[config.mk]
export PLATFORM = sky130hd
export DESIGN_NAME = csv_field_tokenizer_flat
export DESIGN_NICKNAME = d
export VERILOG_FILES = /design/src/rtl/cft_pkg.sv /design/src/rtl/cft_if.sv /design/src/rtl/cft_scan.sv /design/src/rtl/csv_field_tokenizer.sv /design/src/flat_wrapper.sv
export SDC_FILE = /design/constraint.sdc
export NUM_CORES = 1
export LEC_CHECK = 0
export ABC_CLOCK_PERIOD_IN_PS = 4900
export BUFFER_PORTS_ARGS = -buffer_cell sky130_fd_sc_hd__buf_2
export CAP_MARGIN = 15
export CORE_ASPECT_RATIO = 0.5
export CORE_MARGIN = 1.5
export CORE_UTILIZATION = 43
export CTS_BUF_LIST = sky130_fd_sc_hd__clkbuf_8
export CTS_CLUSTER_DIAMETER = 80
export CTS_CLUSTER_SIZE = 30
export DETAILED_ROUTE_END_ITERATION = 7
export PLACE_DENSITY = 0.66
export SLEW_MARGIN = 40
export SYNTH_ARGS = -nofsm -noshare
export SYNTH_HDL_FRONTEND = slang
export SYNTH_SLANG_ARGS = --single-unit
[constraint.sdc]
create_clock -name clk_i -period 4.9 [get_ports clk_i]
set_input_delay 0.245 -clock clk_i [delete_from_list [all_inputs] [get_ports clk_i]]
set_output_delay 0.245 -clock clk_i [all_outputs]
set_load 0.01 [all_outputs]
[src/rtl/cft_pkg.sv]
// ----------------------------------------------------------------------------
// CSV field tokenizer package
// Shared widths, byte codes, scan state type and the result item layout.
// ----------------------------------------------------------------------------
`default_nettype none

package cft_pkg;

  localparam int LINE_MAX = 4096;
  localparam int OFF_W    = $clog2(LINE_MAX + 2);
  localparam int ROW_W    = 32;

  localparam logic [OFF_W-1:0] LINE_MAX_OFF = OFF_W'(LINE_MAX);
  localparam logic [OFF_W-1:0] COL_MAX      = OFF_W'(LINE_MAX + 1);

  localparam logic [7:0] CH_COMMA  = 8'h2C;
  localparam logic [7:0] CH_QUOTE  = 8'h22;
  localparam logic [7:0] CH_BSLASH = 8'h5C;
  localparam logic [7:0] CH_SPACE  = 8'h20;
  localparam logic [7:0] CH_TAB    = 8'h09;

  typedef enum logic [5:0] {
    ST_BEGIN   = 6'b000001,
    ST_CONTENT = 6'b000010,
    ST_QUOTE   = 6'b000100,
    ST_AFTER   = 6'b001000,
    ST_ESC_Q   = 6'b010000,
    ST_ESC_O   = 6'b100000
  } scan_state_e;

  typedef struct packed {
    logic [ROW_W-1:0] row;
    logic [OFF_W-1:0] column;
    logic [OFF_W-1:0] field_start;
    logic [OFF_W-1:0] field_end;
    logic             last_in_line;
    logic             too_long;
  } res_t;

endpackage

`default_nettype wire

[src/rtl/cft_if.sv]
// ----------------------------------------------------------------------------
// CSV field tokenizer channels
// Valid/ready channels for line bytes in and field items out.
// ----------------------------------------------------------------------------
`default_nettype none

interface cft_in_if;
  logic       valid;
  logic       ready;
  logic [7:0] ch;
  logic       line_end;

  modport source (output valid, output ch, output line_end, input ready);
  modport sink (input valid, input ch, input line_end, output ready);
endinterface

interface cft_out_if;
  logic                      valid;
  logic                      ready;
  logic [cft_pkg::ROW_W-1:0] row;
  logic [cft_pkg::OFF_W-1:0] column;
  logic [cft_pkg::OFF_W-1:0] field_start;
  logic [cft_pkg::OFF_W-1:0] field_end;
  logic                      last_in_line;
  logic                      too_long;

  modport source (output valid, output row, output column, output field_start,
                  output field_end, output last_in_line, output too_long,
                  input ready);
  modport sink (input valid, input row, input column, input field_start,
                input field_end, input last_in_line, input too_long,
                output ready);
endinterface

`default_nettype wire

[src/rtl/cft_scan.sv]
// ----------------------------------------------------------------------------
// CSV field tokenizer scanner
// Holds the per-line scan state and decides one byte or line end per step.
// ----------------------------------------------------------------------------
`default_nettype none

module cft_scan (
  input  logic                clk_i,
  input  logic                rst_ni,
  input  logic                step_i,
  input  logic [7:0]          ch_i,
  input  logic                line_end_i,
  output logic                emit_o,
  output cft_pkg::res_t       res_o
);
  import cft_pkg::*;

  scan_state_e      state_q, state_d, state_n;
  logic [OFF_W-1:0] pos_q, pos_d;
  logic [OFF_W-1:0] start_q, start_d, start_n;
  logic [OFF_W-1:0] end_q, end_d, end_n;
  logic [OFF_W-1:0] col_q, col_d, col_inc;
  logic [ROW_W-1:0] row_q, row_d;
  logic             tail_q, tail_d, tail_n;
  logic             ovf_q, ovf_d, ovf_n;
  logic [OFF_W-1:0] p1;
  logic             blank;
  logic             emit;
  logic             last;

  assign blank   = (ch_i == CH_SPACE) || (ch_i == CH_TAB);
  assign p1      = (pos_q == LINE_MAX_OFF) ? LINE_MAX_OFF : pos_q + OFF_W'(1);
  assign col_inc = (col_q == COL_MAX) ? col_q : col_q + OFF_W'(1);

  always_comb begin
    state_n = state_q;
    start_n = start_q;
    end_n   = end_q;
    tail_n  = tail_q;
    ovf_n   = ovf_q;
    emit    = 1'b0;
    last    = 1'b0;
    if (line_end_i) begin
      last = 1'b1;
      unique case (state_q)
        ST_CONTENT, ST_AFTER: emit = 1'b1;
        ST_QUOTE, ST_ESC_Q, ST_ESC_O: emit = 1'b0;
        default: begin
          if (tail_q) begin
            start_n = pos_q;
            end_n   = pos_q;
            emit    = 1'b1;
          end
        end
      endcase
    end else begin
      if (pos_q == LINE_MAX_OFF) begin
        ovf_n = 1'b1;
      end
      unique case (state_q)
        ST_CONTENT: begin
          if (ch_i == CH_COMMA) begin
            tail_n  = 1'b1;
            emit    = 1'b1;
            state_n = ST_BEGIN;
          end else if (ch_i == CH_BSLASH) begin
            state_n = ST_ESC_O;
          end else if (!blank) begin
            end_n = p1;
          end
        end
        ST_QUOTE: begin
          if (ch_i == CH_BSLASH) begin
            state_n = ST_ESC_Q;
          end else if (ch_i == CH_QUOTE) begin
            end_n   = pos_q;
            state_n = ST_AFTER;
          end
        end
        ST_AFTER: begin
          if (ch_i == CH_COMMA) begin
            tail_n  = 1'b1;
            emit    = 1'b1;
            state_n = ST_BEGIN;
          end
        end
        ST_ESC_Q: state_n = ST_QUOTE;
        ST_ESC_O: state_n = ST_CONTENT;
        default: begin
          if (ch_i == CH_COMMA) begin
            start_n = pos_q;
            end_n   = pos_q;
            tail_n  = 1'b1;
            emit    = 1'b1;
            state_n = ST_BEGIN;
          end else if (blank) begin
            state_n = ST_BEGIN;
          end else if (ch_i == CH_QUOTE) begin
            start_n = p1;
            end_n   = p1;
            state_n = ST_QUOTE;
          end else begin
            start_n = pos_q;
            end_n   = p1;
            state_n = ST_CONTENT;
          end
        end
      endcase
    end
  end

  always_comb begin
    state_d = state_n;
    start_d = start_n;
    end_d   = end_n;
    tail_d  = tail_n;
    ovf_d   = ovf_n;
    pos_d   = p1;
    col_d   = emit ? col_inc : col_q;
    row_d   = row_q;
    if (line_end_i) begin
      state_d = ST_BEGIN;
      start_d = '0;
      end_d   = '0;
      tail_d  = 1'b0;
      ovf_d   = 1'b0;
      pos_d   = '0;
      col_d   = '0;
      row_d   = (row_q == '1) ? ROW_W'(1) : row_q + ROW_W'(1);
    end
  end

  always_ff @(posedge clk_i or negedge rst_ni) begin
    if (!rst_ni) begin
      state_q <= ST_BEGIN;
      pos_q   <= '0;
      start_q <= '0;
      end_q   <= '0;
      col_q   <= '0;
      row_q   <= ROW_W'(1);
      tail_q  <= 1'b0;
      ovf_q   <= 1'b0;
    end else if (step_i) begin
      state_q <= state_d;
      pos_q   <= pos_d;
      start_q <= start_d;
      end_q   <= end_d;
      col_q   <= col_d;
      row_q   <= row_d;
      tail_q  <= tail_d;
      ovf_q   <= ovf_d;
    end
  end

  assign emit_o             = emit;
  assign res_o.row          = row_q;
  assign res_o.column       = col_inc;
  assign res_o.field_start  = start_n;
  assign res_o.field_end    = end_n;
  assign res_o.last_in_line = last;
  assign res_o.too_long     = ovf_n;

  a_pos_sat: assert property (@(posedge clk_i) disable iff (!rst_ni)
    pos_q <= LINE_MAX_OFF && start_q <= LINE_MAX_OFF && end_q <= LINE_MAX_OFF)
    else $error("offset beyond line maximum");

  a_line_reset: assert property (@(posedge clk_i) disable iff (!rst_ni)
    step_i && line_end_i |=> pos_q == '0 && col_q == '0 && !tail_q && !ovf_q)
    else $error("per-line state not cleared at line end");

  a_col_sat: assert property (@(posedge clk_i) disable iff (!rst_ni)
    col_q <= COL_MAX)
    else $error("column count beyond saturation");

  a_row_nonzero: assert property (@(posedge clk_i) disable iff (!rst_ni)
    row_q != '0)
    else $error("row number reached zero");

endmodule

`default_nettype wire

[src/rtl/csv_field_tokenizer.sv]
// ----------------------------------------------------------------------------
// CSV field tokenizer
// Splits a stream of line bytes into field items with row, column and offsets.
// ----------------------------------------------------------------------------
// Usage: in_i carries one line byte per item, or a line-end marker when
// line_end is set. out_o carries one field item for each field closed by a
// comma or by the line end; many input items produce no output item.
// An accepted input item is held in an input register while the scanner
// decides it, and any field item lands in the output register, so a field
// item passes through both registers before it appears on out_o. One input
// item is taken every cycle as long as the output register is empty or is
// drained in the same cycle.
// When the receiver stalls with a field item pending, input items that close
// no field still pass; an item that would close a field waits in the input
// register, and in_i.ready then falls until out_o.ready returns.
// Reset clears the valid flags of both registers and the scan state; the
// row number restarts at one.
// ----------------------------------------------------------------------------
`default_nettype none

module csv_field_tokenizer (
  input  logic  clk_i,
  input  logic  rst_ni,
  cft_in_if.sink    in_i,
  cft_out_if.source out_o
);
  import cft_pkg::*;

  logic       s1_valid_q;
  logic [7:0] s1_ch_q;
  logic       s1_le_q;
  logic       out_valid_q;
  res_t       out_res_q;
  res_t       scan_res;
  logic       scan_emit;
  logic       s1_adv;
  logic       out_free;

  assign out_free   = !out_valid_q || out_o.ready;
  assign s1_adv     = s1_valid_q && (!scan_emit || out_free);
  assign in_i.ready = !s1_valid_q || s1_adv;

  always_ff @(posedge clk_i or negedge rst_ni) begin
    if (!rst_ni) begin
      s1_valid_q <= 1'b0;
    end else if (in_i.valid && in_i.ready) begin
      s1_valid_q <= 1'b1;
    end else if (s1_adv) begin
      s1_valid_q <= 1'b0;
    end
  end

  always_ff @(posedge clk_i) begin
    if (in_i.valid && in_i.ready) begin
      s1_ch_q <= in_i.ch;
      s1_le_q <= in_i.line_end;
    end
  end

  cft_scan u_scan (
    .clk_i      (clk_i),
    .rst_ni     (rst_ni),
    .step_i     (s1_adv),
    .ch_i       (s1_ch_q),
    .line_end_i (s1_le_q),
    .emit_o     (scan_emit),
    .res_o      (scan_res)
  );

  always_ff @(posedge clk_i or negedge rst_ni) begin
    if (!rst_ni) begin
      out_valid_q <= 1'b0;
    end else if (s1_adv && scan_emit) begin
      out_valid_q <= 1'b1;
    end else if (out_o.ready) begin
      out_valid_q <= 1'b0;
    end
  end

  always_ff @(posedge clk_i) begin
    if (s1_adv && scan_emit) begin
      out_res_q <= scan_res;
    end
  end

  assign out_o.valid        = out_valid_q;
  assign out_o.row          = out_res_q.row;
  assign out_o.column       = out_res_q.column;
  assign out_o.field_start  = out_res_q.field_start;
  assign out_o.field_end    = out_res_q.field_end;
  assign out_o.last_in_line = out_res_q.last_in_line;
  assign out_o.too_long     = out_res_q.too_long;

  a_no_overwrite: assert property (@(posedge clk_i) disable iff (!rst_ni)
    s1_adv && scan_emit |-> out_free)
    else $error("pending field item overwritten");

  a_hold_blocked: assert property (@(posedge clk_i) disable iff (!rst_ni)
    s1_valid_q && !s1_adv |=> s1_valid_q && $stable(s1_ch_q) && $stable(s1_le_q))
    else $error("blocked input item lost");

  a_ready_blocked: assert property (@(posedge clk_i) disable iff (!rst_ni)
    s1_valid_q && scan_emit && out_valid_q && !out_o.ready |-> !in_i.ready)
    else $error("input taken while blocked on the output");

endmodule

`default_nettype wire

[src/flat_wrapper.sv]
// flat-port wrapper written by rule: the top's interface ports become plain ports
module csv_field_tokenizer_flat import cft_pkg::*;
  (clk_i, rst_ni, in_i_valid, in_i_ch, in_i_line_end, in_i_ready, out_o_valid, out_o_row, out_o_column, out_o_field_start, out_o_field_end, out_o_last_in_line, out_o_too_long, out_o_ready);
  cft_in_if in_i_i ();
  cft_out_if out_o_i ();
  input  logic clk_i;
  input  logic rst_ni;
  input wire logic [$bits(in_i_i.valid)-1:0] in_i_valid;
  input wire logic [$bits(in_i_i.ch)-1:0] in_i_ch;
  input wire logic [$bits(in_i_i.line_end)-1:0] in_i_line_end;
  output wire logic [$bits(in_i_i.ready)-1:0] in_i_ready;
  output wire logic [$bits(out_o_i.valid)-1:0] out_o_valid;
  output wire logic [$bits(out_o_i.row)-1:0] out_o_row;
  output wire logic [$bits(out_o_i.column)-1:0] out_o_column;
  output wire logic [$bits(out_o_i.field_start)-1:0] out_o_field_start;
  output wire logic [$bits(out_o_i.field_end)-1:0] out_o_field_end;
  output wire logic [$bits(out_o_i.last_in_line)-1:0] out_o_last_in_line;
  output wire logic [$bits(out_o_i.too_long)-1:0] out_o_too_long;
  input wire logic [$bits(out_o_i.ready)-1:0] out_o_ready;
  assign in_i_i.valid = in_i_valid;
  assign in_i_i.ch = in_i_ch;
  assign in_i_i.line_end = in_i_line_end;
  assign in_i_ready = in_i_i.ready;
  assign out_o_valid = out_o_i.valid;
  assign out_o_row = out_o_i.row;
  assign out_o_column = out_o_i.column;
  assign out_o_field_start = out_o_i.field_start;
  assign out_o_field_end = out_o_i.field_end;
  assign out_o_last_in_line = out_o_i.last_in_line;
  assign out_o_too_long = out_o_i.too_long;
  assign out_o_i.ready = out_o_ready;
  csv_field_tokenizer u_core (.clk_i(clk_i), .rst_ni(rst_ni), .in_i(in_i_i), .out_o(out_o_i));
endmodule
==> key figures, run 1 <==
Critical path
  • R2r setup slk: 1.60 ns
  • Top delay family on crit path: simple AND/OR/NAND/NOR gates
  • Reg2Reg Depth: 7
  • Buffer and inverter count on the worst path: 1
  • R2r startpoint: u_core.s1_ch_q[3]
  • Slowest library cell on the worst path: nor4b_1
  • Critical path capture point type: register
  • Crit path cell chain: nor4b_1 > and2_1 > buf_4 > o21ai_1 > or2_1 > a211o_1 > a21o_1
  • Crit path depth: 7
  • Crit-path max cell delay: roughly 0.77 ns
  • Crit path capture: u_core.out_o.field_end[5]
  • WS Path Type: reg -> reg
  • Startpoint class of the critical path: register
  • Critical path launch point: u_core.s1_ch_q[3]
  • Worst Path Required: about 5.1 ns
  • Reg2reg end: u_core.out_o.field_end[5]
  • Data arrival, critical path: between 3 and 4 ns
  • Worst-path maximum fanout: 20

Placement
  • Placed Area: slightly above 10,000 µm²
  • DP HPWL: about 17,000 µm
  • IO Port Bufs: 87
  • Gpl congestion: 0.898

Clocking
  • TritonCTS buffer count: 17
  • Clock slew at reported path FFs: 0.10 ns
  • H-tree depth: 4
  • Clock Root Buffer: clkbuf_8
  • Clock sink total: ~180
  • Clk buf depth: 2
  • Clock latency on the worst-skew pair: 0.48 ns
  • CTS tree: built

STA
  • Final Max Slew Viols: 0
  • Slew HR: about 45%
  • Slew @ Worst Pin: ~0.82 ns
  • Max Clk Rate: just over 0.3 GHz
  • Fin crit period: between 3 and 4 ns
  • Clock skew: approximately 0.011 ns
  • Final setup viols: 0
  • RSZ-0062 raised after global routing: no
  • Period utilisation layout: between 60% and 70%
  • Final hold vios: 0
  • Hold WS: slightly above 0.3 ns
  • Final TNS setup: 0 ns

Floorplan
  • Chip height: around 110 µm
  • Core area: around 22,000 µm²
  • IO Count: 88
  • Initial Util: 44.4%
  • Die X: 216 µm
  • Row cnt: 38
  • Total die area: around 24,000 µm²

GRT
  • Largest net degree at the start of global routing: 74
  • Initial antenna violation count: 0
  • Vias in the first global route: ~7,600
  • Grt total ovfl: 0
  • Total GRT Usage: about 23%
  • First-pass GRT wire length: 41,400 µm

Cells and area
  • Filler instances: 1,995
  • Register area: slightly below 5000 µm²
  • Fin nets: approximately 1,000
  • Synth-to-Final Area Change: 11.4%
  • Multi-input logic area: 4580 µm²
  • Ant. Diodes: 0
  • Design Area, Final: roughly 11,000 µm²
  • Share of layout cells above drive strength 1: 17.1%

Logic synthesis
  • Syn_area_per_cell: between 10 and 15 µm²
  • Most used flip-flop cell after synthesis: dfrtp_1
  • Post-Synth XOR/XNOR Area: 4.58%
  • Area contributors post-synth: edfxtp_1 (25%), dfrtp_1 (24%), nand2_1 (3.5%)
  • Synthesized cell area: approximately 9800 µm²
  • Post-Syn Instances: between 900 and 1,000
  • Post-synth ARST share: a little over half
  • Synth Area in Simple Gates: a little over a fifth
  • Synthesized-area fraction occupied by adder cells: less than 1%
  • Ys Warns: 0
  • Register area share after synthesis: roughly 49%
  • Largest family of logic cells by synthesized area: simple AND/OR/NAND/NOR gates
  • Post-synth top area share: between 20 and 30%
  • Synth area leader: edfxtp_1
  • Syn Nets: ~980
  • Mux contribution to synthesized area: roughly 3.3%
  • Yosys cell types: slightly above 90
  • EDFF count, synth: between 80 and 90
  • #FFs+latches synth: approximately 180
  • Compound-Gate Fraction of Synth Area: between 10% and 20%

Route
  • Iter 0 DRT Violations: approximately 840
  • Drt drc: 0
  • Vias: about 8,100
  • Post-DRT Antenna Nets: 0
  • DRT Pass-1 Iters: 5
  • Drt wl/cell: between 15 and 20 µm
  • Routed vias/inst: approximately 6.1
  • Final wirelength: 26,300 µm

Power
  • Clock power frac: between 20% and 30%
  • Power density cells: approximately 460 nW/µm²
  • Combinational power share: about a third
  • Switching Share: between 30% and 40%
  • Power Internal: between 3 and 4 mW
  • Lkg Pwr: 4.31 nW
  • Peak supply drop: ~210 µV
  • Net load switching power: between 1.5 and 2 mW
  • Seq pwr share: 45.5%

Job
  • Max-cap viol count: 0

Worst hold path
  • Worst Hold Class: in -> reg

Run status
  • Run status: completed
cell families after synthesis:
logic type / after synthesis
and+or+nand+nor: 380
AOI/OAI and AO/OA: 240
DFF: 176
buffers and inverters: 83
xor gates and xnor gates: 48
muxes: 31
adders and majority gates: 5
flip-flops by register name, indices dropped and copies added (netlist names):
register,flops
u_core.out_o.column,13
u_core.out_o.field_end,13
u_core.out_o.field_start,13
u_core.out_o.last_in_line,1
u_core.out_o.row,32
u_core.out_o.too_long,1
u_core.out_o.valid,1
u_core.s1_ch_q,8
u_core.s1_le_q,1
u_core.s1_valid_q,1
u_core.u_scan.col_q,13
u_core.u_scan.end_q,13
u_core.u_scan.ovf_q,1
u_core.u_scan.pos_q,13
u_core.u_scan.row_q,32
u_core.u_scan.start_q,13
u_core.u_scan.state_q,6
u_core.u_scan.tail_q,1
per-stage QoR:
step / cells / setup WS (ns) / total power, mW / utilization, %
3_3_place_gp: 1293 / 1.73 / 3.89 / 47.0
4_1_cts: 1336 / 1.64 / 4.99 / 49.4
6_report: 1336 / 1.60 / 4.99 / 49.5
2_1_floorplan: 963 / 1.08 / 3.38 / -
5_1_grt: 1336 / 1.54 / 5.26 / 49.5
3_5_place_dp: 1293 / 1.67 / 3.93 / 47.1
layout by cell type, fill, tap and decap left out, types with 20 or more instances in the layout:
cell type  Yosys  final
a21oi_1       44     44
buf_2         24     86
dfrtp_1       92     92
edfxtp_1      82     82
mux2i_1       21     21
nand2_1       91     90
nand3_1       60     60
nor2_1        64     64
nor3_1        29     28
o21ai_0       37     37
xnor2_1       26     26
xor2_1        20     20
worst min path at each step:
stage	start	end	slack, ns	depth (start not counted)
finish	out_o_ready	u_core.out_o.valid	0.30	3
global route	out_o_ready	u_core.out_o.valid	0.30	3
CTS	out_o_ready	u_core.out_o.valid	0.26	3
detailed placement	rst_ni	u_core.u_scan.start_q[7]	0.32	1
global placement	rst_ni	u_core.u_scan.start_q[2]	0.32	1
floorplan	rst_ni	u_core.out_o.valid	-0.05	0
cells in the mapped netlist, drive strengths merged, types with 10 or more instances:
cell type and instances:
o21ai 51, mux2i 21, o211ai 15, and3 16, nor4 14, o22ai 14
xnor2 27, nand4 15, nand3 60, or4 12, edfxtp 82, inv 12
xor2 21, clkbuf 32, a31oi 12, buf 38, dfrtp 92, nor3 31
nand2 91, nor4b 12, o31ai 15, nor2 67, a21oi 45, mux2 10
what timing repair did:
| item | 4_1_cts | 5_1_grt |
|---|---|---|
| resized for setup | 0 | 0 |
| setup buffers | 0 | 0 |
| endpoints found under the hold margin | 53 | 0 |
| hold buffers | 11 | 0 |
per-layer routing:
| metal | track usage [%] | share of wire [%] | up-vias |
|---|---|---|---|
| met1 | 31.1 | 45 | 3944 |
| met4 | 7.44 | 1.6 | 0 |
| met5 | 0 | 0 | - |
| met2 | 35.4 | 45 | 363 |
| li1 | - | - | 3760 |
| met3 | 4.98 | 7.6 | 35 |
tightest hold or removal path, cell delays in order:
cell and delay, ns:
buf_2 0.09, nor2b_1 0.10, or2_2 0.31
power by group through the flow:
stage	Clock [mW]	Sequential [mW]	Combinational, mW
finish	1.05	2.27	1.67
floorplan	0	2.23	1.15
CTS	1.07	2.27	1.65
global route	1.12	2.32	1.82
detailed placement	0	2.30	1.63
global placement	0	2.28	1.61
layout make-up:
type	count	area share, %
Sequential cell	176	44.3
Multi-Input combinational cell	704	42.1
Timing Repair Buffer	111	5.94
Tap cell	300	3.45
Clock buffer	18	2.28
Clock inverter	14	1.43
Inverter	13	0.449
Power figures use the tool's default switching activity.
==> run 2: changes to the inputs <==
--- a/config.mk
+++ b/config.mk
@@ -5,7 +5,7 @@
 export SDC_FILE = /design/constraint.sdc
 export NUM_CORES = 1
 export LEC_CHECK = 0
-export ABC_CLOCK_PERIOD_IN_PS = 4900
+export ABC_CLOCK_PERIOD_IN_PS = 2860
 export BUFFER_PORTS_ARGS = -buffer_cell sky130_fd_sc_hd__buf_2
 export CAP_MARGIN = 15
 export CORE_ASPECT_RATIO = 0.5
==> constraint.sdc (replaced) <==
create_clock -name clk_i -period 2.86 [get_ports clk_i]
set_input_delay 0.143 -clock clk_i [delete_from_list [all_inputs] [get_ports clk_i]]
set_output_delay 0.143 -clock clk_i [all_outputs]
set_load 0.01 [all_outputs]
==> run 2 against run 1 <==
Net effect:
- cell area increased by 3.3%
- sequential share of layout area decreased by 1.4 points
- critical path depth unchanged
- sequential cell count unchanged
- register-to-register slack got worse by 1.4 ns
- core utilization increased by 1.6 points
- first-iteration DRC count decreased by 1.7%
- highest routed layer unchanged
- wire length increased by 2.8%
==> key figures, run 2 (synthesized netlist as in run 1, its figures left out) <==
Route
  • Post-DRT Antenna Nets: 0
  • Iter 0 DRT Violations: 830
  • DRT Pass-1 Iters: 5
  • Drt drc: 0
  • Final wirelength: 27,100 µm
  • Routed vias/inst: ~6
  • Vias: 8,221
  • Drt wl/cell: roughly 20 µm

Critical path
  • Startpoint class of the critical path: register
  • Worst-path maximum fanout: 21
  • Critical path capture point type: register
  • WS Path Type: reg -> reg
  • Data arrival, critical path: ~3 ns
  • Crit path cell chain: or3b_4 > a211oi_2 > buf_12 > o21ai_0 > nand2b_1 > a211oi_1 > o31ai_1
  • Slowest library cell on the worst path: edfxtp_1
  • Crit-path max cell delay: 0.59 ns
  • Reg2Reg Depth: 7
  • Worst Path Required: 3.16 ns

Floorplan
  • Chip height: between 100 and 150 µm
  • IO Count: just under 90
  • Core area: 22,000 µm²
  • Initial Util: between 40 and 50%
  • Row cnt: 38
  • Die X: approximately 220 µm
  • Total die area: between 20,000 and 25,000 µm²

STA
  • Fin worst setup slack: 0.153 ns
  • Slew @ Worst Pin: 0.759 ns
  • Slew HR: 49.0%
  • Fin crit period: ~2.7 ns
  • Final setup viols: 0
  • Max Clk Rate: 0.369 GHz
  • Final TNS setup: 0 ns
  • Period utilisation layout: 94.7%
  • RSZ-0062 raised after global routing: no
  • Final Max Slew Viols: 0
  • Clock skew: 0.0133 ns
  • Final hold vios: 0

Clocking
  • TritonCTS buffer count: 17
  • Clock latency on the worst-skew pair: approximately 0.50 ns
  • Clk buf depth: 2
  • Clock Root Buffer: clkbuf_8
  • Clock sink total: about 180
  • H-tree depth: 4
  • Clock slew at reported path FFs: 0.10 ns
  • CTS tree: built

Placement
  • IO Port Bufs: 87
  • DP HPWL: ~18,000 µm
  • Gpl congestion: 0.896
  • Placed cell count: ~1,300
  • Setup WS pre-CTS: between 0.15 and 0.2 ns

Power
  • Power Internal: 5.31 mW
  • Seq pwr share: between 40% and 50%
  • Peak supply drop: around 340 µV
  • Power density cells: just under 800 nW/µm²
  • Lkg Pwr: between 4 and 5 nW
  • Clock power frac: 19.4%
  • Net load switching power: roughly 3.4 mW
  • Switching Share: 39.2%
  • Combinational power share: between 30 and 40%

Cells and area
  • Final Non-Filler Cells: about 1,400
  • Most frequent cells in the layout: dfrtp_1 (92), nand2_1 (90), buf_2 (86), edfxtp_1 (82), nor2_1 (63)
  • Fin nets: about 1,100
  • Share of layout cells above drive strength 1: roughly a fifth
  • Ant. Diodes: 0
  • Filler instances: a little over 2,000
  • Synth-to-Final Area Change: 15.1%
  • Commonest non-fill, non-tap cell in the layout: dfrtp_1

Worst hold path
  • Worst Hold Class: in -> async

Job
  • Max-cap viol count: 0

GRT
  • Total GRT Usage: 23.4%
  • Vias in the first global route: 7,626
  • Initial antenna violation count: 0
  • Grt total ovfl: 0
  • First-pass GRT wire length: around 43,000 µm
  • Largest net degree at the start of global routing: 84

Run status
  • Run status: completed
run 2: cell types whose count changed in the layout (fill, tap and decap cells not counted), sizes merged:
cell,delta
buf,+40
clkbuf,-1
clkinvlp,+2
clkinv,-2
inv,+2
bufinv,-1
run 2: what timing repair did:
| item | CTS | global route |
|---|---|---|
| gates resized for setup | 0 | 1 |
| endpoints found under the hold margin | 102 | 0 |
| hold buffers | 11 | 0 |
| endpoints found under the setup margin | 0 | 17 |
| setup buffers | 0 | 1 |
run 2: worst max-delay path, delay by kind of cell (launching register included):
family / cells / cell delay (ns)
AO/OA/AOI/OAI: 4 / 0.90
AND/OR/NAND/NOR: 2 / 0.80
flip-flops: 1 / 0.59
buffers and inverters: 1 / 0.21
run 2: area by class of cell:
class / count / area (µm²) / share of cell area, %
Sequential cell: 176 / 4820 / 42.9
Multi-Input combinational cell: 704 / 4560 / 40.7
Timing Repair Buffer: 151 / 1050 / 9.32
Tap cell: 300 / 375 / 3.34
Clock buffer: 17 / 234 / 2.08
Clock inverter: 15 / 138 / 1.23
Inverter: 13 / 48.8 / 0.435
run 2: per-layer routing:
| metal | track usage (%) | part of all wire, % |
|---|---|---|
| met5 | 0 | 0 |
| met4 | 7.64 | 2.2 |
| met3 | 4.84 | 6.3 |
| met2 | 36.5 | 45 |
| met1 | 32.6 | 46 |
run 2: worst paths after layout:
kind,startpoint,end,slack [ns]
max,u_core.s1_ch_q[0],u_core.out_o.field_end[9],0.15
min,rst_ni,u_core.u_scan.end_q[0],0.02
max reg2reg,u_core.s1_ch_q[0],u_core.out_o.field_end[9],0.15
min reg2reg,u_core.u_scan.row_q[20],u_core.u_scan.row_q[20],0.50
max in group asynchronous,rst_ni,u_core.u_scan.row_q[0],2.09
min in group clk_i,out_o_ready,u_core.out_o.valid,0.16
run 2: power groups by stage:
stage	registers, mW	logic [mW]	clock network [mW]
floorplan	3.81	1.97	0
global placement	3.85	3.10	0
detailed placement	3.88	3.16	0
CTS	3.83	3.18	1.73
global route	3.91	3.47	1.84
finish	3.83	3.20	1.70
run 2: metrics by stage:
stage	power [mW]	cell area (µm²)	util, %	hold WS (ns)
after floorplan	5.79	9780	-	-0.153
final	8.74	11200	51.1	0.0218
after CTS	8.75	11200	51.0	0.00679
after global routing	9.21	11200	51.1	0.0237
after detailed placement	7.04	10700	48.8	0.00160
after global placement	6.96	10700	48.8	0.0000336
==> run 3: changes to the inputs <==
--- a/config.mk
+++ b/config.mk
@@ -10,12 +10,13 @@
 export CAP_MARGIN = 15
 export CORE_ASPECT_RATIO = 0.5
 export CORE_MARGIN = 1.5
-export CORE_UTILIZATION = 43
-export CTS_BUF_LIST = sky130_fd_sc_hd__clkbuf_8
+export CORE_UTILIZATION = 56
+export CTS_BUF_LIST = sky130_fd_sc_hd__clkbuf_4
 export CTS_CLUSTER_DIAMETER = 80
 export CTS_CLUSTER_SIZE = 30
 export DETAILED_ROUTE_END_ITERATION = 7
-export PLACE_DENSITY = 0.66
+export PLACE_DENSITY = 0.82
+export REMOVE_ABC_BUFFERS = 1
 export SLEW_MARGIN = 40
 export SYNTH_ARGS = -nofsm -noshare
 export SYNTH_HDL_FRONTEND = slang
==> run 3 against run 2 <==
Net effect:
- the flow now finishes with violations (DRC)
- power fell by 3.2%
- global-route usage rose by 6.5 points
- via count rose by 3.0%
- sequential share of layout area grew 0.76 points
- combinational power fell by 2%
- die area down 23%
- largest cell class unchanged
- largest power group unchanged
==> key figures, run 3 (synthesized netlist as in run 1, its figures left out) <==
Cells and area
  • Synth-to-Final Area Change: 13.1%
  • Ant. Diodes: 0
  • Filler instances: about 1,300
  • Fin nets: approximately 1,100
  • Final Non-Filler Cells: 1,301
  • Commonest non-fill, non-tap cell in the layout: dfrtp_1
  • Share of layout cells above drive strength 1: roughly 20%
  • Design Area, Final: between 10,000 and 15,000 µm²
  • Most frequent cells in the layout: dfrtp_1 (92), nand2_1 (91), buf_2 (86), edfxtp_1 (82), nor2_1 (64)

Clocking
  • TritonCTS buffer count: 17
  • Clock sink total: approximately 180
  • H-tree depth: 4
  • Clock slew at reported path FFs: 0.16 ns
  • Clock latency on the worst-skew pair: around 0.62 ns
  • Clk buf depth: 2
  • Clock Root Buffer: clkbuf_4
  • CTS tree: built

Power
  • Lkg Pwr: around 4.5 nW
  • Power density cells: about 770 nW/µm²
  • Overall Power: between 8 and 9 mW
  • Peak supply drop: 404 µV

STA
  • Clock skew: about 0.037 ns
  • RSZ-0062 raised after global routing: no
  • Fin crit period: 2.72 ns
  • Final hold vios: 0
  • Period utilisation layout: between 90% and 100%
  • Max Clk Rate: 0.367 GHz
  • Hold WS: about 0.035 ns
  • Slew @ Worst Pin: roughly 0.85 ns
  • Fin worst setup slack: ~0.14 ns
  • Final setup viols: 0
  • Final Max Slew Viols: 0
  • Slew HR: between 40 and 50%

Floorplan
  • Chip height: ~96 µm
  • IO Count: a little under 90
  • Die X: roughly 190 µm
  • Core area: around 17,000 µm²
  • Total die area: approximately 18,000 µm²
  • Row cnt: 33
  • Initial Util: about three fifths

Placement
  • IO Port Bufs: 87
  • DP HPWL: approximately 18,000 µm
  • Setup WS pre-CTS: between 0.09 and 0.1 ns
  • Gpl congestion: around 0.96
  • Placed Area: 10,600 µm²
  • Placed cell count: between 1,000 and 1,500

GRT
  • Grt total ovfl: 0
  • First-pass GRT wire length: ~41,000 µm
  • Initial antenna violation count: 0
  • Largest net degree at the start of global routing: 53
  • Vias in the first global route: 7,666
  • Total GRT Usage: just under 30%

Worst hold path
  • Worst hold start: out_o_ready
  • Worst Hold Class: in -> reg
  • Worst Hold Depth: 3
  • Worst Hold End: u_core.out_o.valid

Critical path
  • Reg2reg end: u_core.u_scan.pos_q[3]
  • Data arrival, critical path: roughly 3.2 ns
  • WS Path Type: reg -> reg
  • Startpoint class of the critical path: register
  • Worst-path maximum fanout: 19
  • Reg2Reg Depth: 7
  • R2r startpoint: u_core.u_scan.state_q[1]
  • Critical path capture point type: register
  • Worst Path Required: ~3.4 ns
  • R2r setup slk: between 0.1 and 0.15 ns

Run status
  • Failing checks: DRC
  • Run status: finished with violations

Route
  • Routed vias/inst: 6.51
  • Post-DRT Antenna Nets: 0
  • Final wirelength: 26,300 µm
  • DRT Pass-1 Iters: 8
  • Iter 0 DRT Violations: about 920
  • Drt drc: 1
  • Vias: ~8,500
  • Drt wl/cell: ~20 µm

Job
  • Max-cap viol count: 0
## run 3: cell count changes in the layout (fill, tap and decap cells not counted), moves of 2 or more
cell,before,now
clkbuf_4,0,18
clkbuf_8,17,0
inv_1,15,12
clkinvlp_4,4,1
nor4b_2,1,3
clkinv_1,1,3
## run 3: critical path, stage by stage (launching register included)
cell and delay [ns]:
dfrtp_1 0.54, nor3_4 0.37, o211ai_2 0.31, a211oi_4 0.39, a21o_1 0.19, buf_4 0.30, nand2_1 0.25, o31ai_1 0.26
## run 3: routing by layer
metal	wire, µm	up-vias	track usage, %
met5	0	-	0
met3	2500	84	6.05
met1	11500	4028	42.3
li1	-	3827	-
met4	775	0	12.4
met2	11500	532	45.0
## run 3: cell type report
class | count | area (µm²) | share of cell area [%]
Timing Repair Buffer | 149 | 1020 | 9.24
Multi-Input combinational cell | 704 | 4570 | 41.4
Inverter | 13 | 48.8 | 0.443
Tap cell | 227 | 284 | 2.58
Clock buffer | 18 | 135 | 1.23
Clock inverter | 14 | 155 | 1.41
Sequential cell | 176 | 4820 | 43.7
## run 3: per-stage QoR
stage / TNS, ns / utilization [%]
3_5_place_dp: 0 / 63.4
4_1_cts: 0 / 65.8
5_1_grt: 0 / 66.1
3_3_place_gp: 0 / 63.3
2_1_floorplan: -387.13 / -
6_report: 0 / 66.1
## run 3: worst max-delay path by stage
stage                                   from  depth (start not counted)                      endpoint  slack [ns]
detailed placement         u_core.s1_ch_q[0]                          7    u_core.out_o.field_end[11]         0.1
CTS                 u_core.u_scan.state_q[4]                          6                    in_i_ready        0.05
global placement           u_core.s1_ch_q[0]                          7  u_core.out_o.field_start[11]        0.15
floorplan                     u_core.s1_le_q                          4        u_core.out_o.column[0]       -4.12
global route        u_core.u_scan.state_q[1]                          7        u_core.u_scan.pos_q[3]        0.02
finish              u_core.u_scan.state_q[1]                          7        u_core.u_scan.pos_q[3]        0.14
## run 3: timing repair
item                                    in CTS  in global routing
hold buffers                                11                  0
buffers inserted                             0                  3
gates resized for setup                      0                  4
hold endpoints to repair                    59                  0
endpoints found under the setup margin       0                 26
## run 3: power by group
group	switching, mW	internal [mW]
registers	0.507	3.32
logic	1.91	1.22
clock network	0.946	0.546
